==> src/hdl/mfr_pkg.sv <==
// ----------------------------------------------------------------------------
// MUSCL face reconstruction package
// Shared widths, datapath command codes and controller/datapath interface types.
// ----------------------------------------------------------------------------
package mfr_pkg;

	localparam int VAL_W      = 32;
	localparam int NVARS      = 3;
	localparam int PHI_FRAC   = 16;
	localparam int PHI_W      = PHI_FRAC + 2;
	localparam int DIV_STEPS  = PHI_W;
	localparam int IN_DATA_W  = NVARS * VAL_W;
	localparam int OUT_DATA_W = 2 * NVARS * VAL_W;

	localparam logic [PHI_W-1:0] PHI_ONE = PHI_W'(1) << PHI_FRAC;
	localparam logic [PHI_W-1:0] PHI_MAX = '1;

	// multiplier operand select
	localparam logic [2:0] MUL_NONE = 3'd0;
	localparam logic [2:0] MUL_AA   = 3'd1;
	localparam logic [2:0] MUL_AB   = 3'd2;
	localparam logic [2:0] MUL_BB   = 3'd3;
	localparam logic [2:0] MUL_HL   = 3'd4;
	localparam logic [2:0] MUL_HR   = 3'd5;

	typedef struct packed {
		logic       cap_in;
		logic       setup;
		logic [2:0] mul_sel;
		logic       aa_load;
		logic       num_load;
		logic       den_load;
		logic       div_step;
		logic       phi_load;
		logic       left_load;
		logic       right_load;
		logic       out_load;
		logic       out_first;
		logic       upd;
		logic [1:0] var_idx;
	} cmd_t;

	typedef struct packed {
		logic [1:0] count;
		logic       last;
		logic       out_free;
	} sts_t;

endpackage

==> src/hdl/mfr_ctrl.sv <==
// ----------------------------------------------------------------------------
// MUSCL face reconstruction controller
// Sequences limiter, slope and face output steps for each accepted cell.
// ----------------------------------------------------------------------------
module mfr_ctrl (
	input  logic          clk,
	input  logic          arst_n,
	input  logic          s_tvalid,
	output logic          s_tready,
	input  mfr_pkg::sts_t sts,
	output mfr_pkg::cmd_t cmd
);

	localparam logic [3:0] S_IDLE  = 4'd0;
	localparam logic [3:0] S_SETUP = 4'd1;
	localparam logic [3:0] S_MAA   = 4'd2;
	localparam logic [3:0] S_MAB   = 4'd3;
	localparam logic [3:0] S_MBB   = 4'd4;
	localparam logic [3:0] S_DEN   = 4'd5;
	localparam logic [3:0] S_DIV   = 4'd6;
	localparam logic [3:0] S_PHI   = 4'd7;
	localparam logic [3:0] S_HL    = 4'd8;
	localparam logic [3:0] S_HR    = 4'd9;
	localparam logic [3:0] S_HR2   = 4'd10;
	localparam logic [3:0] S_OUT2  = 4'd11;
	localparam logic [3:0] S_OUT1  = 4'd12;
	localparam logic [3:0] S_UPD   = 4'd13;

	localparam logic [4:0] DIV_LAST = 5'(mfr_pkg::DIV_STEPS - 1);
	localparam logic [1:0] VAR_LAST = 2'(mfr_pkg::NVARS - 1);

	logic [3:0] state_q;
	logic [1:0] var_q;
	logic [4:0] step_q;
	logic       need_first;

	assign need_first = (sts.last && sts.count != 2'd0) || sts.count == 2'd1;

	always_comb begin
		cmd         = '0;
		cmd.mul_sel = mfr_pkg::MUL_NONE;
		cmd.var_idx = var_q;
		s_tready    = 1'b0;
		unique case (state_q)
			S_IDLE: begin
				s_tready   = 1'b1;
				cmd.cap_in = s_tvalid;
			end
			S_SETUP: cmd.setup = 1'b1;
			S_MAA:   cmd.mul_sel = mfr_pkg::MUL_AA;
			S_MAB: begin
				cmd.mul_sel = mfr_pkg::MUL_AB;
				cmd.aa_load = 1'b1;
			end
			S_MBB: begin
				cmd.mul_sel  = mfr_pkg::MUL_BB;
				cmd.num_load = 1'b1;
			end
			S_DEN:   cmd.den_load = 1'b1;
			S_DIV:   cmd.div_step = 1'b1;
			S_PHI:   cmd.phi_load = 1'b1;
			S_HL:    cmd.mul_sel = mfr_pkg::MUL_HL;
			S_HR: begin
				cmd.mul_sel   = mfr_pkg::MUL_HR;
				cmd.left_load = 1'b1;
			end
			S_HR2:   cmd.right_load = 1'b1;
			S_OUT2:  cmd.out_load = sts.out_free;
			S_OUT1: begin
				cmd.out_load  = need_first && sts.out_free;
				cmd.out_first = 1'b1;
			end
			S_UPD:   cmd.upd = 1'b1;
			default: ;
		endcase
	end

	always_ff @(posedge clk or negedge arst_n) begin
		if (!arst_n) begin
			state_q <= S_IDLE;
			var_q   <= '0;
			step_q  <= '0;
		end else begin
			unique case (state_q)
				S_IDLE: begin
					var_q <= '0;
					if (s_tvalid) begin
						state_q <= (sts.count >= 2'd2) ? S_SETUP : S_OUT1;
					end
				end
				S_SETUP: state_q <= S_MAA;
				S_MAA:   state_q <= S_MAB;
				S_MAB:   state_q <= S_MBB;
				S_MBB:   state_q <= S_DEN;
				S_DEN: begin
					step_q  <= '0;
					state_q <= S_DIV;
				end
				S_DIV: begin
					if (step_q == DIV_LAST) begin
						state_q <= S_PHI;
					end else begin
						step_q <= step_q + 5'd1;
					end
				end
				S_PHI: begin
					if (sts.count == 2'd3) begin
						state_q <= S_HL;
					end else if (var_q == VAR_LAST) begin
						state_q <= S_OUT1;
					end else begin
						var_q   <= var_q + 2'd1;
						state_q <= S_SETUP;
					end
				end
				S_HL: state_q <= S_HR;
				S_HR: state_q <= S_HR2;
				S_HR2: begin
					if (var_q == VAR_LAST) begin
						state_q <= S_OUT2;
					end else begin
						var_q   <= var_q + 2'd1;
						state_q <= S_SETUP;
					end
				end
				S_OUT2: begin
					if (sts.out_free) begin
						state_q <= S_OUT1;
					end
				end
				S_OUT1: begin
					if (!need_first || sts.out_free) begin
						state_q <= S_UPD;
					end
				end
				S_UPD:   state_q <= S_IDLE;
				default: state_q <= S_IDLE;
			endcase
		end
	end

endmodule

==> config.mk <==
export PLATFORM = sky130hd
export DESIGN_NAME = mfr_ctrl
export DESIGN_NICKNAME = d
export VERILOG_FILES = /design/src/hdl/mfr_pkg.sv /design/src/hdl/mfr_ctrl.sv
export SDC_FILE = /design/constraint.sdc
export NUM_CORES = 1
export LEC_CHECK = 0
export ABC_CLOCK_PERIOD_IN_PS = 2000
export BUFFER_PORTS_ARGS = -buffer_cell sky130_fd_sc_hd__buf_2
export CAP_MARGIN = 10
export CELL_PAD_IN_SITES_DETAIL_PLACEMENT = 0
export CELL_PAD_IN_SITES_GLOBAL_PLACEMENT = 1
export CORE_ASPECT_RATIO = 2
export CORE_MARGIN = 1.5
export CORE_UTILIZATION = 30
export CTS_BUF_LIST = sky130_fd_sc_hd__clkbuf_4 sky130_fd_sc_hd__clkbuf_8
export CTS_CLUSTER_DIAMETER = 150
export CTS_CLUSTER_SIZE = 30
export DETAILED_ROUTE_END_ITERATION = 7
export PLACE_DENSITY_LB_ADDON = 0.1
export SYNTH_ARGS = -nofsm -noshare
export SYNTH_HDL_FRONTEND = slang
export SYNTH_SLANG_ARGS = --single-unit
==> constraint.sdc <==
create_clock -name clk -period 2 [get_ports clk]
set_input_delay 0.4 -clock clk [delete_from_list [all_inputs] [get_ports clk]]
set_output_delay 0.4 -clock clk [all_outputs]
set_load 0.02 [all_outputs]
==> results of run 1 <==
==> layout by cell type (no fill, tap or decap), types with 2 or more instances in the layout <==
master	synthesis	layout
sky130_fd_sc_hd__inv_1	5	4
sky130_fd_sc_hd__nor2_1	12	12
sky130_fd_sc_hd__nand3b_1	3	3
sky130_fd_sc_hd__nor3_1	5	5
sky130_fd_sc_hd__a21oi_1	5	5
sky130_fd_sc_hd__mux2i_1	2	2
sky130_fd_sc_hd__nand4_1	2	2
sky130_fd_sc_hd__nor4_1	2	2
sky130_fd_sc_hd__dfrtp_2	0	4
sky130_fd_sc_hd__o21ai_1	3	3
sky130_fd_sc_hd__mux2_2	2	2
sky130_fd_sc_hd__o21bai_1	2	2
sky130_fd_sc_hd__and4bb_1	2	2
sky130_fd_sc_hd__nand2_1	8	8
sky130_fd_sc_hd__buf_4	0	11
sky130_fd_sc_hd__ha_1	3	3
sky130_fd_sc_hd__o32ai_1	2	2
sky130_fd_sc_hd__dfrtp_1	11	7
sky130_fd_sc_hd__buf_2	4	23
sky130_fd_sc_hd__clkbuf_8	0	3
sky130_fd_sc_hd__xor2_1	3	3
sky130_fd_sc_hd__nand2b_1	4	4
==> Yosys cell counts, types with 3 or more instances <==
master	instances
sky130_fd_sc_hd__a21oi_1	5
sky130_fd_sc_hd__nand2b_1	4
sky130_fd_sc_hd__buf_2	4
sky130_fd_sc_hd__nand2_1	8
sky130_fd_sc_hd__nand3b_1	3
sky130_fd_sc_hd__nor2_1	12
sky130_fd_sc_hd__o21ai_1	3
sky130_fd_sc_hd__ha_1	3
sky130_fd_sc_hd__dfrtp_1	11
sky130_fd_sc_hd__inv_1	5
sky130_fd_sc_hd__nor3_1	5
sky130_fd_sc_hd__xor2_1	3
==> power by group through the flow <==
stage | clock (µW) | sequential [µW] | combinational (µW)
after floorplan | 0 | 370 | 767
after global placement | 0 | 427 | 1060
after detailed placement | 0 | 427 | 1050
after CTS | 246 | 422 | 1080
after global routing | 255 | 438 | 1230
final | 232 | 423 | 1120
==> per-layer routing <==
metal  vias to the layer above  wire length (µm)  global-route usage [%]
met5                         -                 0                       0
met3                         5                88                    1.67
met2                        19              1450                    32.3
li1                        438                 -                       -
met4                         0                44                    6.77
met1                       399               851                    17.4
==> layout make-up <==
type	count	area, µm²
fillers	300	1620
flip-flops and latches	11	280
inverters	5	18.8
clock buffers	4	48.8
well taps	29	36.3
multi-input cells	79	562
repair buffers	35	209
==> cells by family after synthesis <==
| logic type | after synthesis | share of synthesized area [%] |
|---|---|---|
| fa+ha+maj | 3 | 4.28 |
| flops | 11 | 31.4 |
| simple gates | 46 | 29.5 |
| compound gates | 22 | 19.5 |
| mux | 5 | 6.13 |
| buf+inv | 11 | 6.13 |
| xor+xnor | 3 | 3.00 |
==> what timing repair did <==
action	4_1_cts	5_1_grt
resized for setup	3	6
endpoints found under the setup margin	1	4
pin swaps	0	1
buffers inserted	1	2
==> registers in the layout, indices dropped and copies added, names as in the netlist <==
| name | cells |
|---|---|
| state_q | 4 |
| step_q | 5 |
| var_q | 2 |
==> stage by stage <==
step | cells | area [µm²] | setup slack, ns
final | 163 | 1150 | 0.0560
after global routing | 163 | 1150 | 0.0148
after CTS | 161 | 1120 | 0.00330
after detailed placement | 156 | 1060 | 0.239
after global placement | 156 | 1060 | 0.239
after floorplan | 101 | 877 | 0.0633
==> worst min path at each step <==
stage	from	to	slack (ns)	cells after the start
3_3_place_gp	arst_n	step_q[0]$_DFFE_PN0P_	0.28	1
4_1_cts	arst_n	step_q[3]$_DFFE_PN0P_	0.03	1
2_1_floorplan	arst_n	state_q[0]$_DFFE_PN0P_	0.10	0
3_5_place_dp	arst_n	step_q[0]$_DFFE_PN0P_	0.29	1
5_1_grt	arst_n	step_q[0]$_DFFE_PN0P_	0.05	1
6_report	arst_n	step_q[3]$_DFFE_PN0P_	0.03	1
==> PnR_summary.wiki, run 1 <==
{| class="wikitable"
! Metric !! Value
|-
| Pin count of the biggest net entering global routing || 15
|-
| End point of the critical path || cmd[16]
|-
| Hpwl dp || 1.99 mm
|-
| Number of nets with antenna violations after detailed routing || 0
|-
| Part of the total power dissipated in sequential elements || 23.8%
|-
| Distinct cell type count of the synthesized netlist || 39
|-
| Number of vias in the routed layout || 861
|-
| Synthesis Warnings || 0
|-
| Total Routed Length || 2.43 mm
|-
| Detailed-routing iteration count for the pre-antenna-repair pass || 3
|-
| Cells after synthesis || 101
|-
| Area share of the largest cell type after synthesis || 31.4%
|-
| Root buffer cell || sky130_fd_sc_hd__clkbuf_8
|-
| Worst IR Drop VDD || 0.779 mV
|-
| Fraction of layout instances using a drive strength above 1 || 38.1%
|-
| Reg2Reg Launch Point || state_q[1]$_DFFE_PN0P_
|-
| Bufs and invs on worst path || 2
|-
| Worst Path Arrival || 1.54 ns
|-
| Clock buffer count from CTS || 3
|-
| Post-Syn Area || 877 µm²
|-
| Clock sink count || 11
|-
| Setup repair after global routing missed its margin || no
|-
| Count of hold-fix buffers inserted at cts || 0
|-
| Drt wl/cell || 14.9 µm
|-
| Number of max-capacitance violations reported || 0
|-
| ANT cells || 0
|-
| Post-layout total power || 1780 µW
|-
| Worst-path fanout max || 7
|-
| Core area || 2770 µm²
|-
| Die Y-Extent || 79.5 µm
|-
| Initial Utilization || 31.7%
|-
| Mean area per synthesized cell || 8.68 µm²
|-
| Pint || 967 µW
|-
| Largest buffer count on any clock path || 2
|-
| Portion of the post-synthesis area used by sequential elements || 31.4%
|-
| Switching pwr || 811 µW
|-
| Endpoint of the most critical register-to-register path || state_q[2]$_DFFE_PN0P_
|-
| Clock slew seen by the registers of the worst setup and hold paths || 0.05 ns
|-
| Leftover overflow at the end of global routing || 0
|-
| TritonCTS clock tree || done
|-
| Endpoints failing setup || 0
|-
| Result of the run || finished, final reports clean
|-
| Clock power share || 13.0%
|-
| Number of flops mapped to enable cells by yosys || 0
|-
| Count of pins on the block boundary || 25
|-
| Number of logic stages on the critical path including buffering || 4
|-
| Library cell occupying the most area in the post-synthesis netlist || sky130_fd_sc_hd__dfrtp_1
|-
| Total nets after synthesis || 111
|-
| CP startpoint || state_q[3]$_DFFE_PN0P_
|-
| Layout Nets || 145
|-
| Layout-stage area growth over the synthesis result || 31.7%
|-
| Iteration-0 DRC Markers || 16
|-
| Worst Skew || 0.00155 ns
|-
| Global placement routability congestion || 0.776
|-
| Fraction of synthesis flops using an asynchronous set or reset pin || 100%
|-
| Number of placement rows || 27
|-
| Worst path cell trace || or4_4 -> inv_2 -> and2_4 -> buf_6
|-
| Number of max-slew violations in the final report || 0
|-
| Port Buffer Count || 24
|-
| Final Util || 41.7%
|-
| X dimension of the die || 41.2 µm
|-
| Worst slew margin || 73.3%
|-
| Leakage || 0.000553 µW
|-
| CP Class || reg -> out
|-
| Setup slack, reg-to-reg || 0.27 ns
|-
| Fmax || 0.514 GHz
|-
| Final sum of negative setup slack || 0 ns
|-
| Total Die Area || 3280 µm²
|-
| Clk Latency, worst-skew pair || 0.24 ns
|-
| Worst path max stage delay || 0.56 ns
|-
| Startpoint kind of the worst setup timing path || flip-flop
|-
| Pwr per Cell Area || 1540 nW/µm²
|-
| Hold Slack || 0.0259 ns
|-
| Slew at the pin with the worst max-slew slack || 0.390 ns
|-
| Top cells by area, synth || sky130_fd_sc_hd__dfrtp_1, sky130_fd_sc_hd__nor2_1, sky130_fd_sc_hd__ha_1, sky130_fd_sc_hd__nand2_1, sky130_fd_sc_hd__xor2_1
|-
| Gate family responsible for the most delay along the worst path || simple AND/OR/NAND/NOR gates
|-
| Shortest clock period the worst path allows after layout || 1.94 ns
|-
| Combinational Power Share || 63.2%
|-
| Required time reported for the critical path endpoint || 1.60 ns
|-
| Part of the cycle the worst path needs || 97.2%
|-
| Initial antenna violation count || 0
|-
| Net switching fraction of the power || 45.6%
|-
| Setup crit end kind || output port
|-
| Critical path's slowest cell || sky130_fd_sc_hd__or4_4
|-
| Detail-routed via count per cell || 5.28
|-
| Number of global-route vias before repair || 836
|-
| Leading register cell type out of synthesis || sky130_fd_sc_hd__dfrtp_1
|-
| Number of synthesized register bits || 11
|-
| Fin. Hold Viols || 0
|-
| Total routing usage reported by global routing || 17.3%
|-
| Global-route wire length before repair || 3.77 mm
|-
| Residual DRC count || 0
|-
| Number of H-tree branching levels || 1
|-
| Worst reg2reg path depth || 5
|-
| Hold Crit Class || in -> async
|}
Note: power is estimated with default switching activity, not from simulation.
==> run 2: changes to the inputs <==
BUFFER_PORTS_ARGS = -buffer_cell sky130_fd_sc_hd__buf_4   (was -buffer_cell sky130_fd_sc_hd__buf_2)
RECOVER_POWER = 50   (was default)
==> run 2 against run 1 <==
- final cell count grew 0.61%
- routed wire length rose by 2.3%
- clock-buffer cell count is the same
- via count rose by 3.5%
- first-iteration DRC count is 63% higher
- critical path type unchanged
- largest cell class unchanged
- largest power group unchanged
==> PnR_summary.wiki, run 2 (synthesis results as in run 1) <==
{| class="wikitable"
! Metric !! Value
|-
| Number of nets with antenna violations after detailed routing || 0 (unchanged)
|-
| Global placement routability congestion || 0.782 (+0.79%)
|-
| Clock sink count || 11 (unchanged)
|-
| Reg2Reg Launch Point || state_q[0]$_DFFE_PN0P_
|-
| Worst hold path depth || 2
|-
| Number of H-tree branching levels || 1 (unchanged)
|-
| Worst path max stage delay || 0.58 ns (+0.02 ns)
|-
| TritonCTS clock tree || done
|-
| Setup crit end kind || output port
|-
| Number of max-capacitance violations reported || 0 (unchanged)
|-
| CP Class || reg -> out
|-
| Fin. Hold Viols || 0 (unchanged)
|-
| Iteration-0 DRC Markers || 26 (+10)
|-
| Gate family responsible for the most delay along the worst path || simple AND/OR/NAND/NOR gates
|-
| Residual DRC count || 0 (unchanged)
|-
| Worst Path Arrival || 1.58 ns (+0.04 ns)
|-
| Required time reported for the critical path endpoint || 1.60 ns (about the same)
|-
| Setup slack, reg-to-reg || 0.33 ns (+0.06 ns)
|-
| Startpoint kind of the worst setup timing path || flip-flop
|-
| Pwr per Cell Area || 1520 nW/µm² (-1.2%)
|-
| Filler instances || 300 (unchanged)
|-
| Initial antenna violation count || 0 (unchanged)
|-
| Part of the cycle the worst path needs || 99.1% (+1.9 points)
|-
| Detailed-routing iteration count for the pre-antenna-repair pass || 4 (+1)
|-
| Worst Skew || 0.000205 ns (-0.00135 ns)
|-
| Fraction of layout instances using a drive strength above 1 || 33.3% (-4.7 points)
|-
| Area taken by multi-input logic gates || 548 µm² (-2.4%)
|-
| Port Buffer Count || 24 (unchanged)
|-
| Total Routed Length || 2.49 mm (+2.3%)
|-
| Number of global-route vias before repair || 875 (+4.7%)
|-
| Initial Utilization || 31.7% (unchanged)
|-
| Commonest non-fill, non-tap cell in the layout || sky130_fd_sc_hd__buf_4
|-
| Hpwl dp || 2.02 mm (+1.6%)
|-
| Root buffer cell || sky130_fd_sc_hd__clkbuf_8
|-
| Final worst slack || 0.0171 ns (-0.0389 ns)
|-
| Shortest clock period the worst path allows after layout || 1.98 ns (+0.0389 ns)
|-
| Setup repair after global routing missed its margin || yes
|-
| Detail-routed via count per cell || 5.43 (+2.9%)
|-
| Leakage || 0.000549 µW (-0.75%)
|-
| Met3 WL || 110 µm (+25%)
|-
| Post-layout total power || 1810 µW (+2.0%)
|-
| Met2 routed WL || 1.45 mm (unchanged)
|-
| Hold Slack || 0.427 ns (+0.402 ns)
|-
| Critical path's slowest cell || sky130_fd_sc_hd__or4_4
|-
| Worst path cell trace || or4_4 -> inv_1 -> and2_1 -> buf_4
|-
| Highest metal used || met4
|-
| Layout Nets || 146 (+0.69%)
|-
| Worst IR Drop VDD || 0.591 mV (-24%)
|-
| Leftover overflow at the end of global routing || 0 (unchanged)
|-
| Max FFs per register || 5 (unchanged)
|-
| Bufs and invs on worst path || 2 (unchanged)
|-
| Result of the run || finished, final reports clean
|-
| Registers with the most flip-flops || step_q (5), state_q (4), var_q (2)
|-
| Metal-1 WL || 871 µm (+2.4%)
|-
| Count of pins on the block boundary || 25 (unchanged)
|-
| Endpoints failing setup || 0 (unchanged)
|-
| Worst-path fanout max || 5 (-2)
|-
| Drt wl/cell || 15.2 µm (+1.7%)
|-
| Largest buffer count on any clock path || 2 (unchanged)
|-
| Slew at the pin with the worst max-slew slack || 0.611 ns (+0.220 ns)
|-
| Clk Latency, worst-skew pair || 0.24 ns (about the same)
|-
| Die Y-Extent || 79.5 µm (unchanged)
|-
| Core area || 2770 µm² (unchanged)
|-
| Clock buffer count from CTS || 3 (unchanged)
|-
| Pin count of the biggest net entering global routing || 12 (-3)
|-
| Number of max-slew violations in the final report || 0 (unchanged)
|-
| Number of vias in the routed layout || 891 (+3.5%)
|-
| Fmax || 0.504 GHz (-2.0%)
|-
| Clock slew seen by the registers of the worst setup and hold paths || 0.05 ns (about the same)
|-
| Global-route wire length before repair || 4.00 mm (+5.9%)
|-
| Number of placement rows || 27 (unchanged)
|-
| Setup WS pre-CTS || 0.260 ns (+0.0216 ns)
|-
| Total routing usage reported by global routing || 18.1% (+0.80 points)
|-
| Endpoint of the most critical register-to-register path || state_q[2]$_DFFE_PN0P_
|-
| End point of the worst hold path || state_q[2]$_DFFE_PN0P_
|-
| Worst slew margin || 59.3% (-14 points)
|-
| Total Die Area || 3280 µm² (unchanged)
|-
| Worst reg2reg path depth || 6 (+1)
|-
| Hold Crit Class || in -> reg
|-
| Top library cells by usage in the layout, fill and taps aside || sky130_fd_sc_hd__buf_4, sky130_fd_sc_hd__nor2_1, sky130_fd_sc_hd__nand2_1, sky130_fd_sc_hd__dfrtp_1
|-
| Top register by number of flip-flops || step_q
|-
| Worst hold start || sts[0]
|-
| Area taken by flip-flops and latches || 279 µm² (-0.45%)
|-
| ANT cells || 0 (unchanged)
|-
| X dimension of the die || 41.2 µm (unchanged)
|-
| Layout-stage area growth over the synthesis result || 35.9%
|}
-- run 2: cell types whose count changed in the layout (fill, tap and decap cells not counted), sizes merged --
cell	before	now
buf	35	32
clkbuf	4	7
dlygate4sd3	0	1
-- run 2: area by class of cell --
cell class                      count  share of cell area (%)
Inverter                            5                    1.57
Sequential cell                    11                    23.4
Timing Repair Buffer               36                    21.9
Tap cell                           29                    3.04
Clock buffer                        4                    4.09
Multi-Input combinational cell     79                    46.0
-- run 2: report_power, final --
part / leakage [µW] / internal [µW] / switching (µW)
clock: 0.0000262 / 153 / 80.2
combinational: 0.000382 / 537 / 626
sequential: 0.000140 / 303 / 114
total: 0.000549 / 994 / 820
-- run 2: timing repair --
item / in CTS / in global routing
endpoints found under the setup margin: 1 / 4
cloned: 0 / 0
hold buffers: 1 / 0
endpoints found under the hold margin: 11 / 0
buffers inserted: 1 / 2
resized for setup: 1 / 2
-- run 2: metal layers --
metal,vias up,GRT usage [%]
met5,-,0
met3,5,1.67
met4,0,9.68
li1,438,-
met2,26,32.3
met1,422,18.5
-- run 2: metrics by stage --
stage | instances | setup TNS (ns) | util [%] | instance area (µm²)
finish | 164 | 0 | 43.0 | 1190
global route | 164 | -0.0681 | 43.0 | 1190
CTS | 162 | 0 | 42.8 | 1190
detailed placement | 156 | 0 | 40.4 | 1120
global placement | 156 | 0 | 40.4 | 1120
floorplan | 101 | 0 | - | 877
-- run 2: worst max-delay path by stage --
stage | depth (start not counted) | slack [ns] | start | endpoint
after floorplan | 4 | 0.06 | state_q[0]$_DFFE_PN0P_ | cmd[12]
after global placement | 6 | 0.21 | state_q[0]$_DFFE_PN0P_ | state_q[2]$_DFFE_PN0P_
after detailed placement | 4 | 0.26 | state_q[3]$_DFFE_PN0P_ | cmd[16]
after CTS | 4 | 0.004 | state_q[0]$_DFFE_PN0P_ | cmd[16]
after global routing | 4 | -0.05 | state_q[3]$_DFFE_PN0P_ | cmd[16]
final | 4 | 0.02 | state_q[2]$_DFFE_PN0P_ | cmd[16]
==> run 3: changes to the inputs <==
==> constraint.sdc (replaced) <==
create_clock -name clk -period 2 [get_ports clk]
set_input_delay 0.2 -clock clk [delete_from_list [all_inputs] [get_ports clk]]
set_output_delay 0.2 -clock clk [all_outputs]
set_load 0.02 [all_outputs]
==> run 3 against run 2 <==
- via count decreased by 0.34%
- sequential share of layout area increased by 0.28 points
- utilization is 1.1 points lower
- worst hold slack lost 0.21 ns
- setup slack gained 0.072 ns
- clock skew grew 0.0014 ns
- sequential power rose by 8.9%
==> PnR_summary.wiki, run 3 (synthesis results as in run 1) <==
{| class="wikitable"
! Metric !! Value
|-
| Core area || 2770 µm² (unchanged)
|-
| Hold Crit Class || in -> reg
|-
| End point of the critical path || cmd[16]
|-
| TritonCTS clock tree || done
|-
| Result of the run || finished, final reports clean
|-
| Slew at the pin with the worst max-slew slack || 0.619 ns (+0.00823 ns)
|-
| Worst slew margin || 58.7% (-0.55 points)
|-
| Clock sink count || 11 (unchanged)
|-
| Number of max-slew violations in the final report || 0 (unchanged)
|-
| Number of H-tree branching levels || 1 (unchanged)
|-
| Clock slew seen by the registers of the worst setup and hold paths || 0.05 ns (about the same)
|-
| Top library cells by usage in the layout, fill and taps aside || sky130_fd_sc_hd__buf_4, sky130_fd_sc_hd__nor2_1, sky130_fd_sc_hd__dfrtp_1
|-
| Residual DRC count || 0 (unchanged)
|-
| Largest buffer count on any clock path || 2 (unchanged)
|-
| CP startpoint || state_q[2]$_DFFE_PN0P_
|-
| Commonest non-fill, non-tap cell in the layout || sky130_fd_sc_hd__buf_4
|-
| Max FFs per register || 5 (unchanged)
|-
| Pwr per Cell Area || 1490 nW/µm² (-1.7%)
|-
| Root buffer cell || sky130_fd_sc_hd__clkbuf_8
|-
| Total Routed Length || 2.41 mm (-2.9%)
|-
| Worst Path Arrival || 1.71 ns (+0.13 ns)
|-
| Global-route wire length before repair || 3.64 mm (-9.0%)
|-
| Shortest clock period the worst path allows after layout || 1.91 ns (-0.0722 ns)
|-
| Endpoint of the most critical register-to-register path || state_q[1]$_DFFE_PN0P_
|-
| Placed Cells || 156 (unchanged)
|-
| Leakage || 0.000533 µW (-2.9%)
|-
| Worst reg2reg path depth || 5 (-1)
|-
| Initial antenna violation count || 0 (unchanged)
|-
| Worst Skew || 0.00157 ns (+0.00137 ns)
|-
| Layout-stage area growth over the synthesis result || 32.5%
|-
| Die Y-Extent || 79.5 µm (unchanged)
|-
| Reg2Reg Launch Point || state_q[3]$_DFFE_PN0P_
|-
| Detailed-routing iteration count for the pre-antenna-repair pass || 3 (-1)
|-
| Number of placement rows || 27 (unchanged)
|-
| Top register by number of flip-flops || step_q
|-
| Clk Latency, worst-skew pair || 0.24 ns (about the same)
|-
| Number of global-route vias before repair || 828 (-5.4%)
|-
| Number of max-capacitance violations reported || 0 (unchanged)
|-
| Drt wl/cell || 15.0 µm (-1.1%)
|-
| Detail-routed via count per cell || 5.52 (+1.5%)
|-
| Setup repair after global routing missed its margin || no
|-
| Total routing usage reported by global routing || 16.2% (-1.9 points)
|-
| Setup crit end kind || output port
|-
| Count of pins on the block boundary || 25 (unchanged)
|-
| Part of the cycle the worst path needs || 95.5% (-3.6 points)
|-
| Iteration-0 DRC Markers || 16 (-38%)
|-
| X dimension of the die || 41.2 µm (unchanged)
|-
| Required time reported for the critical path endpoint || 1.80 ns (+0.20 ns)
|-
| Total Die Area || 3280 µm² (unchanged)
|-
| Pin count of the biggest net entering global routing || 15 (+3)
|-
| Startpoint kind of the worst setup timing path || flip-flop
|-
| Filler instances || 314 (+4.7%)
|-
| Initial Utilization || 31.7% (unchanged)
|-
| Worst-path fanout max || 13 (+8)
|-
| Leftover overflow at the end of global routing || 0 (unchanged)
|-
| Fmax || 0.523 GHz (+3.8%)
|-
| Hpwl dp || 1.98 mm (-2.1%)
|-
| Clock buffer count from CTS || 3 (unchanged)
|-
| Port Buffer Count || 24 (unchanged)
|-
| Fin. Hold Viols || 0 (unchanged)
|-
| ANT cells || 0 (unchanged)
|-
| Number of resized instances in the post-cts repair step || 0 (-1)
|-
| Fraction of layout instances using a drive strength above 1 || 28.8% (-4.5 points)
|-
| Number of vias in the routed layout || 888 (-0.34%)
|-
| Endpoints failing setup || 0 (unchanged)
|-
| Non-filler instance count after layout || 161 (-1.8%)
|-
| Layout Nets || 143 (-2.1%)
|-
| Global placement routability congestion || 0.777 (-0.61%)
|-
| CP Class || reg -> out
|-
| Final sum of negative setup slack || 0 ns (unchanged)
|-
| Registers with the most flip-flops || step_q (5), state_q (4), var_q (2)
|-
| Number of nets with antenna violations after detailed routing || 0 (unchanged)
|-
| Hold Slack || 0.213 ns (-0.214 ns)
|-
| Worst IR Drop VDD || 0.665 mV (+13%)
|-
| Setup slack, reg-to-reg || 0.27 ns (-0.06 ns)
|}
## run 3: cell types whose count changed in the layout (fill, tap and decap cells not counted)
cell                       before  now
sky130_fd_sc_hd__dfrtp_1        8   11
sky130_fd_sc_hd__buf_4         32   28
sky130_fd_sc_hd__clkbuf_1       3    4
sky130_fd_sc_hd__dfrtp_2        3    0
## run 3: how the worst min path moves through the flow
| stage | start | to | slack (ns) | depth (start not counted) |
|---|---|---|---|---|
| final | sts[0] | state_q[0]$_DFFE_PN0P_ | 0.21 | 2 |
| after detailed placement | arst_n | state_q[1]$_DFFE_PN0P_ | 0.04 | 1 |
| after global routing | sts[0] | state_q[0]$_DFFE_PN0P_ | 0.22 | 2 |
| after floorplan | arst_n | state_q[0]$_DFFE_PN0P_ | -0.1 | 0 |
| after CTS | sts[0] | state_q[0]$_DFFE_PN0P_ | 0.21 | 2 |
| after global placement | arst_n | step_q[0]$_DFFE_PN0P_ | 0.04 | 1 |
## run 3: timing repair
action / CTS / global route
setup buffers: 0 / 0
hold buffers: 1 / 0
hold endpoints to repair: 11 / 0
## run 3: stage by stage
step	total power, µW	instance area (µm²)	setup WS (ns)	util, %
floorplan	1140	877	0.263	-
global placement	1520	1120	0.294	40.4
detailed placement	1520	1120	0.298	40.4
CTS	1770	1180	0.0814	42.5
global route	1860	1160	0.00438	42.0
finish	1740	1160	0.0893	42.0
## run 3: layer usage
metal	track usage, %	wire length (µm)	up-vias
li1	-	-	428
met1	17.1	908	432
met2	28.0	1340	22
met3	0.836	97	6
met4	10.3	70	0
met5	0	0	-
## run 3: where the power goes
group / internal (µW) / leakage [µW] / switching [µW]
sequential: 296 / 0.000144 / 158
combinational: 498 / 0.000363 / 553
clock: 153 / 0.0000262 / 79.5
total: 947 / 0.000533 / 791
## run 3: layout make-up
cell class | instances | area, µm² | share of cell area [%]
Clock buffer | 4 | 48.8 | 4.20
Inverter | 5 | 18.8 | 1.61
Multi-Input combinational cell | 79 | 548 | 47.1
Sequential cell | 11 | 275 | 23.7
Tap cell | 29 | 36.3 | 3.12
Timing Repair Buffer | 33 | 235 | 20.2
## run 3: critical path, cell delays in order, from the launching register on
cell and delay (ns):
sky130_fd_sc_hd__dfrtp_1 0.50, sky130_fd_sc_hd__or4_4 0.61, sky130_fd_sc_hd__inv_1 0.11, sky130_fd_sc_hd__and2_1 0.13
sky130_fd_sc_hd__buf_4 0.13
